--- src/hw/rtl/odp_pkg.sv ---
package odp_pkg;

  // Field widths
  localparam int unsigned DIVISOR_W = 12;
  localparam int unsigned REG_W     = 16;
  localparam int unsigned WORD_W    = 9;
  localparam int unsigned MUX_W     = 6;

  // Serial frame layout
  localparam int unsigned COMMAND_BITS = 8;
  localparam int unsigned DATA_BITS    = 9;
  localparam int unsigned MAX_BITS     = (COMMAND_BITS > DATA_BITS) ? COMMAND_BITS : DATA_BITS;
  localparam int unsigned BIT_CNT_W    = $clog2(MAX_BITS + 1);

  // Command codes sent ahead of each data word
  localparam logic [WORD_W-1:0] CMD_DIVISOR = WORD_W'(1);
  localparam logic [WORD_W-1:0] CMD_MUX     = WORD_W'(2);

  // Divisor limits and prescaler thresholds
  localparam logic [DIVISOR_W-1:0] DIV_MIN     = DIVISOR_W'(1);
  localparam logic [DIVISOR_W-1:0] DIV_MAX     = DIVISOR_W'(2052);
  localparam logic [DIVISOR_W-1:0] DIV_PRE4    = DIVISOR_W'(1026);
  localparam logic [DIVISOR_W-1:0] DIV_PRE2    = DIVISOR_W'(513);
  localparam logic [DIVISOR_W-1:0] DIV_SAT     = DIVISOR_W'(513);
  localparam logic [DIVISOR_W-1:0] DIV_OFFSET  = DIVISOR_W'(2);

  // Configuration register map
  localparam int unsigned CFG_IDX_W = 3;
  localparam logic [CFG_IDX_W-1:0] CFG_ONE_LOW  = CFG_IDX_W'(0);
  localparam logic [CFG_IDX_W-1:0] CFG_ZERO_LOW = CFG_IDX_W'(1);
  localparam logic [CFG_IDX_W-1:0] CFG_BIT_TIME = CFG_IDX_W'(2);
  localparam logic [CFG_IDX_W-1:0] CFG_RST_TIME = CFG_IDX_W'(3);
  localparam logic [CFG_IDX_W-1:0] CFG_GAP_TIME = CFG_IDX_W'(4);

  localparam logic [REG_W-1:0] ONE_LOW_RST  = REG_W'(5);
  localparam logic [REG_W-1:0] ZERO_LOW_RST = REG_W'(112);
  localparam logic [REG_W-1:0] BIT_TIME_RST = REG_W'(150);
  localparam logic [REG_W-1:0] RST_TIME_RST = REG_W'(1200);
  localparam logic [REG_W-1:0] GAP_TIME_RST = REG_W'(240);

  // Words derived from one programming request
  typedef struct packed {
    logic              valid;
    logic [WORD_W-1:0] divisor_word;
    logic [MUX_W-1:0]  mux_word;
  } odp_words_t;

endpackage

--- src/hw/rtl/odp_req_if.sv ---
interface odp_req_if;
  import odp_pkg::*;

  logic                 valid;
  logic                 ready;
  logic                 tick;
  logic                 start_req;
  logic [DIVISOR_W-1:0] divisor;
  logic                 external_source;

  modport source (output valid, tick, start_req, divisor, external_source, input ready);
  modport sink   (input valid, tick, start_req, divisor, external_source, output ready);
endinterface

--- src/hw/rtl/odp_res_if.sv ---
interface odp_res_if;
  logic valid;
  logic ready;
  logic osc_pin;
  logic busy_res;
  logic done_res;
  logic rejected;

  modport source (output valid, osc_pin, busy_res, done_res, rejected, input ready);
  modport sink   (input valid, osc_pin, busy_res, done_res, rejected, output ready);
endinterface

--- src/hw/rtl/odp_word_build.sv ---
module odp_word_build
  import odp_pkg::*;
(
  input  logic [DIVISOR_W-1:0] divisor_i,
  input  logic                 external_i,
  output odp_words_t           words_o
);

  logic [DIVISOR_W-1:0] scaled;
  logic [DIVISOR_W-1:0] sat;
  logic [DIVISOR_W-1:0] word_full;
  logic                 by2;
  logic                 off;

  always_comb begin
    scaled = divisor_i;
    by2    = 1'b0;
    off    = 1'b1;
    if (!external_i) begin
      if (divisor_i > DIV_PRE4) begin
        off    = 1'b0;
        scaled = divisor_i >> 2;
      end else if (divisor_i > DIV_PRE2) begin
        off    = 1'b0;
        by2    = 1'b1;
        scaled = divisor_i >> 1;
      end
    end
    sat       = (scaled > DIV_SAT) ? DIV_SAT : scaled;
    // divisor of 1 wraps to all ones in the low bits
    word_full = sat - DIV_OFFSET;

    words_o.valid        = divisor_i inside {[DIV_MIN:DIV_MAX]};
    words_o.divisor_word = word_full[WORD_W-1:0];
    words_o.mux_word     = {2'b11, by2, off, (divisor_i == DIV_MIN), external_i};
  end

endmodule

--- src/hw/rtl/oscillator_divisor_programmer.sv ---
// An accepted request's result is written into the output register on the next clock edge.
// Throughput: one request per cycle; the output register is refilled in the
//   same cycle it is drained, so the input stalls only while a result waits.
// The sequence timing itself advances one step per request whose tick is set.
// Reset (rst_ni low, async): sequencer idle, pin high, counters and words cleared,
//   timing registers back to 5/112/150/1200/240 ticks, no result pending.
module oscillator_divisor_programmer
  import odp_pkg::*;
(
  input  logic                 clk_i,
  input  logic                 rst_ni,
  odp_req_if.sink              req_i,
  odp_res_if.source            res_o,
  input  logic                 cfg_we_i,
  input  logic [CFG_IDX_W-1:0] cfg_idx_i,
  input  logic [REG_W-1:0]     cfg_data_i
);

  typedef enum logic [2:0] {
    PH_IDLE,
    PH_RST_LO,
    PH_RST_HI,
    PH_CMD_LO,
    PH_CMD_HI,
    PH_DAT_LO,
    PH_DAT_HI,
    PH_GAP
  } phase_e;

  // Timing registers
  logic [REG_W-1:0] one_low_q, zero_low_q, bit_time_q, rst_time_q, gap_time_q;

  always_ff @(posedge clk_i or negedge rst_ni) begin
    if (!rst_ni) begin
      one_low_q  <= ONE_LOW_RST;
      zero_low_q <= ZERO_LOW_RST;
      bit_time_q <= BIT_TIME_RST;
      rst_time_q <= RST_TIME_RST;
      gap_time_q <= GAP_TIME_RST;
    end else if (cfg_we_i) begin
      case (cfg_idx_i)
        CFG_ONE_LOW:  one_low_q  <= cfg_data_i;
        CFG_ZERO_LOW: zero_low_q <= cfg_data_i;
        CFG_BIT_TIME: bit_time_q <= cfg_data_i;
        CFG_RST_TIME: rst_time_q <= cfg_data_i;
        CFG_GAP_TIME: gap_time_q <= cfg_data_i;
        default: ;
      endcase
    end
  end

  // Sequencer state
  phase_e               phase_q, phase_d;
  logic [REG_W-1:0]     tcnt_q, tcnt_d;
  logic [BIT_CNT_W-1:0] bcnt_q, bcnt_d;
  logic [WORD_W-1:0]    shift_q, shift_d;
  logic [WORD_W-1:0]    div_word_q, div_word_d;
  logic [MUX_W-1:0]     mux_word_q, mux_word_d;
  logic                 second_q, second_d;
  logic                 pin_q, pin_d;

  // Result register
  logic res_valid_q;
  logic res_pin_q, res_busy_q, res_done_q, res_rej_q;
  logic done, rej;

  // A request moves in whenever the output register is free or being drained.
  logic accept;
  assign req_i.ready = !res_valid_q || res_o.ready;
  assign accept      = req_i.valid && req_i.ready;

  odp_words_t words;

  odp_word_build u_word_build (
    .divisor_i  (req_i.divisor),
    .external_i (req_i.external_source),
    .words_o    (words)
  );

  // Durations; a zero register counts as one tick.
  logic [REG_W-1:0] low_sel, low_len, bit_len, high_len, phase_len;
  logic [REG_W-1:0] tcnt_inc;
  logic [BIT_CNT_W:0] bcnt_inc;

  always_comb begin
    low_sel  = shift_q[0] ? one_low_q : zero_low_q;
    low_len  = (low_sel == '0) ? REG_W'(1) : low_sel;
    bit_len  = (bit_time_q == '0) ? REG_W'(1) : bit_time_q;
    // high part never shorter than one tick
    high_len = (bit_len > low_len) ? (bit_len - low_len) : REG_W'(1);
    case (phase_q)
      PH_RST_LO, PH_RST_HI: phase_len = (rst_time_q == '0) ? REG_W'(1) : rst_time_q;
      PH_CMD_LO, PH_DAT_LO: phase_len = low_len;
      PH_CMD_HI, PH_DAT_HI: phase_len = high_len;
      default:              phase_len = (gap_time_q == '0) ? REG_W'(1) : gap_time_q;
    endcase
  end

  assign tcnt_inc = tcnt_q + REG_W'(1);
  assign bcnt_inc = {1'b0, bcnt_q} + (BIT_CNT_W + 1)'(1);

  always_comb begin
    phase_d    = phase_q;
    tcnt_d     = tcnt_q;
    bcnt_d     = bcnt_q;
    shift_d    = shift_q;
    div_word_d = div_word_q;
    mux_word_d = mux_word_q;
    second_d   = second_q;
    pin_d      = pin_q;
    done       = 1'b0;
    rej        = 1'b0;

    if (accept) begin
      if (phase_q == PH_IDLE) begin
        // tick on the starting request is not counted
        if (req_i.start_req) begin
          if (!words.valid) begin
            rej = 1'b1;
          end else begin
            div_word_d = words.divisor_word;
            mux_word_d = words.mux_word;
            second_d   = 1'b0;
            bcnt_d     = '0;
            phase_d    = PH_RST_LO;
            tcnt_d     = '0;
            pin_d      = 1'b0;
          end
        end
      end else if (req_i.tick) begin
        tcnt_d = tcnt_inc;
        if (tcnt_inc >= phase_len) begin
          tcnt_d = '0;
          case (phase_q)
            PH_RST_LO: begin
              phase_d = PH_RST_HI;
              pin_d   = 1'b1;
            end
            PH_RST_HI: begin
              shift_d = second_q ? CMD_MUX : CMD_DIVISOR;
              bcnt_d  = '0;
              phase_d = PH_CMD_LO;
              pin_d   = 1'b0;
            end
            PH_CMD_LO: begin
              phase_d = PH_CMD_HI;
              pin_d   = 1'b1;
            end
            PH_DAT_LO: begin
              phase_d = PH_DAT_HI;
              pin_d   = 1'b1;
            end
            PH_CMD_HI: begin
              // next low pulse starts on this same tick
              pin_d = 1'b0;
              if (bcnt_inc >= (BIT_CNT_W + 1)'(COMMAND_BITS)) begin
                shift_d = second_q ? WORD_W'(mux_word_q) : div_word_q;
                bcnt_d  = '0;
                phase_d = PH_DAT_LO;
              end else begin
                shift_d = shift_q >> 1;
                bcnt_d  = bcnt_inc[BIT_CNT_W-1:0];
                phase_d = PH_CMD_LO;
              end
            end
            PH_DAT_HI: begin
              shift_d = shift_q >> 1;
              bcnt_d  = bcnt_inc[BIT_CNT_W-1:0];
              if (bcnt_inc >= (BIT_CNT_W + 1)'(DATA_BITS)) begin
                phase_d = PH_GAP;
                pin_d   = 1'b1;
              end else begin
                phase_d = PH_DAT_LO;
                pin_d   = 1'b0;
              end
            end
            default: begin
              if (!second_q) begin
                // mux word pass follows the divisor pass
                second_d = 1'b1;
                phase_d  = PH_RST_LO;
                pin_d    = 1'b0;
              end else begin
                phase_d  = PH_IDLE;
                pin_d    = 1'b1;
                second_d = 1'b0;
                bcnt_d   = '0;
                shift_d  = '0;
                done     = 1'b1;
              end
            end
          endcase
        end
      end
    end
  end

  always_ff @(posedge clk_i or negedge rst_ni) begin
    if (!rst_ni) begin
      phase_q     <= PH_IDLE;
      tcnt_q      <= '0;
      bcnt_q      <= '0;
      shift_q     <= '0;
      div_word_q  <= '0;
      mux_word_q  <= '0;
      second_q    <= 1'b0;
      pin_q       <= 1'b1;
      res_valid_q <= 1'b0;
      res_pin_q   <= 1'b1;
      res_busy_q  <= 1'b0;
      res_done_q  <= 1'b0;
      res_rej_q   <= 1'b0;
    end else begin
      phase_q    <= phase_d;
      tcnt_q     <= tcnt_d;
      bcnt_q     <= bcnt_d;
      shift_q    <= shift_d;
      div_word_q <= div_word_d;
      mux_word_q <= mux_word_d;
      second_q   <= second_d;
      pin_q      <= pin_d;
      if (accept) begin
        res_valid_q <= 1'b1;
        res_pin_q   <= pin_d;
        res_busy_q  <= (phase_d != PH_IDLE);
        res_done_q  <= done;
        res_rej_q   <= rej;
      end else if (res_o.ready) begin
        res_valid_q <= 1'b0;
      end
    end
  end

  assign res_o.valid    = res_valid_q;
  assign res_o.osc_pin  = res_pin_q;
  assign res_o.busy_res = res_busy_q;
  assign res_o.done_res = res_done_q;
  assign res_o.rejected = res_rej_q;

endmodule

--- src/flat_wrapper.sv ---
// flat-port wrapper written by rule: the top's interface ports become plain ports
module oscillator_divisor_programmer_flat import odp_pkg::*;
  (clk_i, rst_ni, cfg_we_i, cfg_idx_i, cfg_data_i, req_i_valid, req_i_tick, req_i_start_req, req_i_divisor, req_i_external_source, req_i_ready, res_o_valid, res_o_osc_pin, res_o_busy_res, res_o_done_res, res_o_rejected, res_o_ready);
  odp_req_if req_i_i ();
  odp_res_if res_o_i ();
  input  logic clk_i;
  input  logic rst_ni;
  input  logic cfg_we_i;
  input  logic [CFG_IDX_W-1:0] cfg_idx_i;
  input  logic [REG_W-1:0] cfg_data_i;
  input wire logic [$bits(req_i_i.valid)-1:0] req_i_valid;
  input wire logic [$bits(req_i_i.tick)-1:0] req_i_tick;
  input wire logic [$bits(req_i_i.start_req)-1:0] req_i_start_req;
  input wire logic [$bits(req_i_i.divisor)-1:0] req_i_divisor;
  input wire logic [$bits(req_i_i.external_source)-1:0] req_i_external_source;
  output wire logic [$bits(req_i_i.ready)-1:0] req_i_ready;
  output wire logic [$bits(res_o_i.valid)-1:0] res_o_valid;
  output wire logic [$bits(res_o_i.osc_pin)-1:0] res_o_osc_pin;
  output wire logic [$bits(res_o_i.busy_res)-1:0] res_o_busy_res;
  output wire logic [$bits(res_o_i.done_res)-1:0] res_o_done_res;
  output wire logic [$bits(res_o_i.rejected)-1:0] res_o_rejected;
  input wire logic [$bits(res_o_i.ready)-1:0] res_o_ready;
  assign req_i_i.valid = req_i_valid;
  assign req_i_i.tick = req_i_tick;
  assign req_i_i.start_req = req_i_start_req;
  assign req_i_i.divisor = req_i_divisor;
  assign req_i_i.external_source = req_i_external_source;
  assign req_i_ready = req_i_i.ready;
  assign res_o_valid = res_o_i.valid;
  assign res_o_osc_pin = res_o_i.osc_pin;
  assign res_o_busy_res = res_o_i.busy_res;
  assign res_o_done_res = res_o_i.done_res;
  assign res_o_rejected = res_o_i.rejected;
  assign res_o_i.ready = res_o_ready;
  oscillator_divisor_programmer u_core (.clk_i(clk_i), .rst_ni(rst_ni), .req_i(req_i_i), .res_o(res_o_i), .cfg_we_i(cfg_we_i), .cfg_idx_i(cfg_idx_i), .cfg_data_i(cfg_data_i));
endmodule
--- config.mk ---
export PLATFORM = sky130hd
export DESIGN_NAME = oscillator_divisor_programmer_flat
export DESIGN_NICKNAME = d
export VERILOG_FILES = /design/src/hw/rtl/odp_pkg.sv /design/src/hw/rtl/odp_req_if.sv /design/src/hw/rtl/odp_res_if.sv /design/src/hw/rtl/odp_word_build.sv /design/src/hw/rtl/oscillator_divisor_programmer.sv /design/src/flat_wrapper.sv
export SDC_FILE = /design/constraint.sdc
export NUM_CORES = 1
export LEC_CHECK = 0
export ABC_AREA = 1
export BUFFER_PORTS_ARGS = -buffer_cell sky130_fd_sc_hd__clkbuf_2
export CAP_MARGIN = 15
export CELL_PAD_IN_SITES_DETAIL_PLACEMENT = 1
export CELL_PAD_IN_SITES_GLOBAL_PLACEMENT = 1
export CORE_AREA = 2 2 137 139
export DETAILED_ROUTE_END_ITERATION = 8
export DIE_AREA = 0 0 139 141
export PLACE_DENSITY_LB_ADDON = 0.1
export SLEW_MARGIN = 20
export SYNTH_ARGS = -nofsm -noshare
export SYNTH_HDL_FRONTEND = slang
export SYNTH_SLANG_ARGS = --single-unit
--- constraint.sdc ---
create_clock -name clk_i -period 6.9 [get_ports clk_i]
set_clock_uncertainty 0.2 [all_clocks]
set_input_delay 0.69 -clock clk_i [delete_from_list [all_inputs] [get_ports clk_i]]
set_output_delay 0.69 -clock clk_i [all_outputs]
set_load 0.005 [all_outputs]
==> results of run 1 <==
==> cells in the final DEF, fill, tap and decap left out, types with 12 or more instances in the layout <==
cell	count
a21oi_1	42
clkbuf_16	17
clkbuf_2	43
dfrtp_1	114
dfstp_2	19
ha_1	36
inv_1	129
nand2_1	271
nand3_1	52
nor2_1	56
nor3_1	17
o211ai_1	12
o21ai_0	136
o22ai_1	24
xor2_1	24
==> per-stage QoR <==
stage | utilization (%) | setup WS [ns] | total power [mW] | cells | area (µm²)
floorplan | - | 1.87 | 2.08 | 1086 | 8260
global placement | 47.3 | 0.935 | 2.47 | 1325 | 8630
detailed placement | 47.3 | 0.664 | 2.51 | 1325 | 8630
CTS | 50.5 | 0.641 | 3.48 | 1357 | 9230
global route | 50.7 | 0.114 | 3.73 | 1359 | 9260
finish | 50.7 | 0.769 | 3.47 | 1359 | 9260
==> flip-flops by register name, indices dropped and copies added, names as in the netlist <==
register	cells
u_core.res_o.done_res	1
u_core.bcnt_q	4
u_core.bit_time_q	16
u_core.shift_q	9
u_core.div_word_q	9
u_core.mux_word_q	5
u_core.gap_time_q	16
u_core.tcnt_q	16
u_core.phase_q	3
u_core.zero_low_q	16
u_core.res_o.osc_pin	1
u_core.one_low_q	16
u_core.second_q	1
u_core.res_o.valid	1
u_core.res_o.busy_res	1
u_core.rst_time_q	16
u_core.res_o.rejected	1
u_core.pin_q	1
==> power by group <==
part           internal, mW  switching [mW]  total [mW]
combinational         0.492           0.919        1.41
sequential            0.964           0.152        1.12
clock                 0.580           0.361       0.941
total                  2.04            1.43        3.47
==> cell families (layout without fill, tap and decap cells) <==
logic type / after synthesis / count (layout) / share of synthesized area [%]
multiplexers: 3 / 3 / 0.364
AND/OR/NAND/NOR: 446 / 446 / 23.8
flip-flops: 133 / 133 / 40.6
buffers and inverters: 184 / 223 / 8.67
XOR/XNOR: 28 / 28 / 2.97
adder cells (fa/ha/maj): 37 / 37 / 5.70
AO/OA/AOI/OAI: 255 / 255 / 17.9
==> cell type report <==
type | count | area, µm² | area share (%)
multi-input cells | 769 | 4190 | 45.2
flip-flops and latches | 133 | 3350 | 36.2
inverters | 137 | 514 | 5.55
clock buffers | 21 | 450 | 4.86
repair buffers | 54 | 317 | 3.42
well taps | 234 | 293 | 3.16
clock inverters | 11 | 149 | 1.61
==> metal layers <==
metal	vias up	part of all wire (%)
met1	3617	51
met5	-	0
met2	161	45
met3	18	3.4
li1	3675	-
met4	0	0.81
==> path summary, 6_finish.rpt <==
check,endpoint,start,cells past startpoint,slack (ns)
max,u_core.res_o.busy_res$_DFFE_PN0P_,u_core.shift_q[0]$_DFFE_PN0P_,32,0.77
min,u_core.one_low_q[8]$_DFFE_PN0P_,rst_ni,1,0.05
max reg2reg,u_core.res_o.busy_res$_DFFE_PN0P_,u_core.shift_q[0]$_DFFE_PN0P_,32,0.77
min reg2reg,u_core.res_o.rejected$_DFFE_PN0P_,u_core.res_o.rejected$_DFFE_PN0P_,2,0.28
max in group asynchronous,u_core.bcnt_q[3]$_DFFE_PN0P_,rst_ni,2,5.15
min in group clk_i,u_core.res_o.rejected$_DFFE_PN0P_,u_core.res_o.rejected$_DFFE_PN0P_,2,0.28
==> critical path, delay by kind of cell, from the launching register on <==
kind | cells | cell delay (ns)
compound gates | 13 | 2.23
flops | 1 | 0.55
simple gates | 14 | 2.04
buf+inv | 3 | 0.40
fa+ha+maj | 2 | 0.57
==> results.sh, run 1 <==
export IMPL_status="finished clean"
export IMPL_hold_viol_final=0
export IMPL_holdBufCountCts=0
export IMPL_fmax_mhz=163
export IMPL_postSynthCellCount=1086
export IMPL_synth_area_per_cell_um2=7.60
export IMPL_top_usage_layer="met2"
export IMPL_antenna_found_initial=0
export IMPL_relSlewSlack_pct=36.8
export IMPL_antenna_cells=0
export IMPL_fin_setup_tns_ns=0
export IMPL_grt_pass1_wl_mm=40.4
export IMPL_synth_edf_count=0
export IMPL_grt_usage_pct=25.6
export IMPL_num_vias=7471
export IMPL_coreArea_um2=18300
export IMPL_synth_flop_cell="dfrtp_1"
export IMPL_grt_use_met1_pct=37.6
export IMPL_die_area_um2=19600
export IMPL_place_gp_congestion=0.899
export IMPL_cts_buffers=17
export IMPL_worstPathMaxFanout=11
export IMPL_layout_drive_gt1_share_pct=11.8
export IMPL_worstSetupEndpointType="flip-flop"
export IMPL_clock_path_buffers=2
export IMPL_max_cap_violations=0
export IMPL_die_x_um=139
export IMPL_synth_area_leader_cell="dfrtp_1"
export IMPL_crit_required_ns=6.99
export IMPL_drt_iter0_markers=444
export IMPL_syn_area_um2=8260
export IMPL_route_detailed_drc=0
export IMPL_rsz0062_at_grt="no"
export IMPL_slowest_stage="dfrtp_1"
export IMPL_worst_setup_path_start_kind="flip-flop"
export IMPL_powerDensity_nw_per_um2=374
export IMPL_met3_usage_pct=3.50
export IMPL_arrival_ns=6.22
export IMPL_hpwl_mm=18.1
export IMPL_fin_crit_ns=6.13
export IMPL_fin_crit_sh_pct=88.9
export IMPL_yosysSeqAreaShare_pct=40.6
export IMPL_p_leak_nw=4.56
export IMPL_synthTopCellsByCount="271 x nand2_1, 137 x o21ai_0, 130 x inv_1"
export IMPL_critical_path_class="reg2reg"
export IMPL_syn2layout_area_growth_pct=12.2
export IMPL_ys_async_sr_fraction_pct=100
export IMPL_nets=1188
export IMPL_grt_overflow=0
export IMPL_initial_core_util_pct=45.2
export IMPL_tightest_slew_ns=0.946
export IMPL_cts_resized=0
export IMPL_timing_hold_ws_ns=0.0512
export IMPL_grt_pass1_vias=7752
export IMPL_ys_ff_latch=133
export IMPL_clk_pin_slew_worst_paths_ns=0.06
export IMPL_io_buffers=44
export IMPL_yosysWarnings=0
export IMPL_yosysUniqueCellTypes=53
export IMPL_drt_total_wl_mm=24.3
export IMPL_slowest_delay_ns=0.55
export IMPL_root_buffer="clkbuf_16"
export IMPL_hp_class="in2async"
export IMPL_ctsHtreeMaxLevel=4
export IMPL_post_cts_setup_buffers=0
export IMPL_synth_most_common_cell="nand2_1"
export IMPL_routedWlPerCell_um=17.9
export IMPL_grt_use_met2_pct=40.5
export IMPL_irDropWorstVdd_v=0.000198
export IMPL_vias_per_cell=5.50
export IMPL_setup_violations=0
export IMPL_grt_max_degree=69
export IMPL_synth_top_cell_area_share_pct=34.6
export IMPL_num_rows=50
export IMPL_insertion_delay_ns=0.43
export IMPL_fp_dieH_um=141
export IMPL_cts_tree="yes"
export IMPL_firstDrtPassIters=5
export IMPL_yosys_top_cells_area="dfrtp_1 35%, nand2_1 12%, o21ai_0 8.3%"
export IMPL_syn_num_nets=1162
export IMPL_io_pins=45
export IMPL_cts_sinks=133
export IMPL_detail_route_antenna_nets=0
export IMPL_n_fill_cell=2310
export IMPL_drv_slew=0
Note: power is estimated with default switching activity, not from simulation.
==> run 2, diff against run 1 <==
- ABC_AREA: 1 -> default
- CORE_AREA: 2 2 137 139 -> 2 2 134 136
- DIE_AREA: 0 0 139 141 -> 0 0 136 138
==> results.sh, run 2 <==
export IMPL_io_pins=45
export IMPL_insertion_delay_ns=0.43
export IMPL_sequentialPowerShare_pct=36.3
export IMPL_place_gp_congestion=0.970
export IMPL_reg2reg_from="u_core.shift_q[0]$_DFFE_PN0P_"
export IMPL_swShare_pct=36.7
export IMPL_arrival_ns=6.61
export IMPL_vias_per_cell=6.18
export IMPL_synth_area_leader_cell="dfrtp_1"
export IMPL_power_frac_clock_pct=30.9
export IMPL_grt_overflow=0
export IMPL_critPathLaunch="u_core.shift_q[0]$_DFFE_PN0P_"
export IMPL_worstSetupEndpointType="flip-flop"
export IMPL_worstPathMaxFanout=16
export IMPL_postSynthCellCount=879
export IMPL_p_comb_share_pct=32.7
export IMPL_grt_pass1_wl_mm=41.2
export IMPL_yosysSeqAreaShare_pct=40.1
export IMPL_ctsHtreeMaxLevel=4
export IMPL_num_rows=49
export IMPL_syn_num_nets=955
export IMPL_most_common_layout_cells="114 x dfrtp_1, 78 x mux2_2, 68 x nor2_1, 68 x o21ai_0, 68 x nand2_1"
export IMPL_dpl_cell_area_um2=8790
export IMPL_firstDrtPassIters=4
export IMPL_p_leak_nw=4.08
export IMPL_drt_total_wl_mm=25.6
export IMPL_tightest_slew_ns=1.05
export IMPL_postLayoutCoreUtil_pct=54.1
export IMPL_synth_flop_cell="dfrtp_1"
export IMPL_hp_class="in2async"
export IMPL_intPower_mw=1.92
export IMPL_drv_slew=0
export IMPL_fin_setup_tns_ns=0
export IMPL_grt_max_degree=68
export IMPL_routedWlPerCell_um=22.3
export IMPL_ys_ff_latch=133
export IMPL_irDropWorstVdd_v=0.000197
export IMPL_antenna_cells=0
export IMPL_nets=979
export IMPL_synth_top_cell_area_share_pct=34.1
export IMPL_hold_viol_final=0
export IMPL_die_area_um2=18800
export IMPL_root_buffer="clkbuf_16"
export IMPL_synth_most_common_cell="dfrtp_1"
export IMPL_syn_area_um2=8370
export IMPL_grt_usage_pct=28.1
export IMPL_critical_path_class="reg2reg"
export IMPL_post_cts_setup_buffers=0
export IMPL_p_sw_mw=1.11
export IMPL_coreArea_um2=17500
export IMPL_setup_violations=0
export IMPL_initial_core_util_pct=47.7
export IMPL_yosysUniqueCellTypes=80
export IMPL_hpwl_mm=19.0
export IMPL_fin_cells=1145
export IMPL_crit_required_ns=7.04
export IMPL_antenna_found_initial=0
export IMPL_fin_crit_ns=6.47
export IMPL_yosys_top_cells_area="dfrtp_1 34%, mux2_2 10%, dfstp_2 6.0%"
export IMPL_synthTopCellsByCount="114 x dfrtp_1, 78 x mux2_2, 69 x nor2_1"
export IMPL_drt_iter0_markers=329
export IMPL_status="finished clean"
export IMPL_route_detailed_drc=0
export IMPL_syn2layout_area_growth_pct=13.3
export IMPL_io_buffers=44
export IMPL_powerDensity_nw_per_um2=319
export IMPL_cts_tree="yes"
export IMPL_die_x_um=136
export IMPL_cts_resized=0
export IMPL_ys_async_sr_fraction_pct=100
export IMPL_cts_sinks=133
export IMPL_rsz0062_at_grt="no"
export IMPL_cts_buffers=17
export IMPL_dp_cells=1113
export IMPL_detail_route_antenna_nets=0
export IMPL_synth_edf_count=0
export IMPL_fin_crit_sh_pct=93.7
export IMPL_num_vias=7080
export IMPL_final_common_cell="dfrtp_1"
export IMPL_relSlewSlack_pct=29.9
export IMPL_max_cap_violations=0
export IMPL_worst_r2r_cell_count=24
export IMPL_layout_drive_gt1_share_pct=24.3
export IMPL_fp_dieH_um=138
export IMPL_yosysWarnings=0
export IMPL_clk_pin_slew_worst_paths_ns=0.06
export IMPL_synth_area_per_cell_um2=9.52
export IMPL_fmax_mhz=155
export IMPL_holdBufCountCts=0
export IMPL_grt_pass1_vias=7573
export IMPL_clock_path_buffers=2
export IMPL_worst_setup_path_start_kind="flip-flop"
export IMPL_final_area_um2=9490
run 2: metrics by stage:
step / worst slack (ns) / hold slack [ns] / total power, mW
final: 0.432 / 0.0524 / 3.03
after global placement: 0.558 / 0.253 / 2.02
after global routing: 0.0179 / 0.0884 / 3.21
after CTS: 0.207 / 0.0725 / 3.02
after floorplan: 0.775 / 0.194 / 1.73
after detailed placement: 0.257 / 0.258 / 2.07
run 2: path summary, 6_finish.rpt:
| path | to | slack, ns |
|---|---|---|
| worst max-delay path | u_core.bcnt_q[0]$_DFFE_PN0P_ | 0.43 |
| max in group asynchronous | u_core.bit_time_q[12]$_DFFE_PN0P_ | 5.16 |
| worst min register to register | u_core.res_o.osc_pin$_DFFE_PN1P_ | 0.26 |
| min in group clk_i | u_core.res_o.osc_pin$_DFFE_PN1P_ | 0.26 |
| worst max register to register | u_core.bcnt_q[0]$_DFFE_PN0P_ | 0.43 |
| worst min-delay path | u_core.tcnt_q[11]$_DFFE_PN0P_ | 0.05 |
run 2: layer usage:
layer	wire [µm]	vias to the layer above	global-route usage [%]
met1	11200	3631	36.4
li1	-	3295	-
met5	0	-	0
met4	696	0	10.7
met3	731	42	4.73
met2	12900	112	46.9
run 2: cell families after synthesis:
logic type	after synthesis	share of synthesized area (%)
xor gates and xnor gates	27	2.83
buffers and inverters	76	3.84
DFF	133	40.1
adders and majority gates	37	5.62
and+or+nand+nor	265	15.7
muxes	105	13.7
AOI/OAI and AO/OA	236	18.2
run 2: cell type report:
cell class / instances / area, µm²
Clock buffer: 18 / 439
Clock inverter: 14 / 163
Fill cell: 2002 / 8050
Inverter: 24 / 90.1
Multi-Input combinational cell: 670 / 4820
Sequential cell: 133 / 3350
Tap cell: 229 / 287
Timing Repair Buffer: 57 / 330
run 2: power groups by stage:
stage / combinational (mW) / clock (mW) / sequential, mW
after floorplan: 0.695 / 0 / 1.04
after global placement: 0.930 / 0 / 1.09
after detailed placement: 0.968 / 0 / 1.10
after CTS: 0.978 / 0.954 / 1.09
after global routing: 1.10 / 0.985 / 1.12
final: 0.991 / 0.936 / 1.10
run 2: critical path, stage by stage (launching register included):
cell      delay [ns]
dfrtp_1         0.35
clkbuf_8        0.30
mux2i_2         0.34
nand4_1         0.19
or4_1           0.50
nand2_1         0.12
ha_1            0.20
fa_1            0.22
nor2b_1         0.05
o21ai_0         0.22
a21boi_1        0.20
o211ai_1        0.22
a21oi_1         0.09
o31a_2          0.42
and3b_1         0.23
o22ai_1         0.17
ha_1            0.19
nand4_1         0.13
or4_1           0.54
o211ai_1        0.32
o211ai_2        0.24
a21oi_1         0.18
o21ai_1         0.19
or3_1           0.37
o21ai_0         0.18
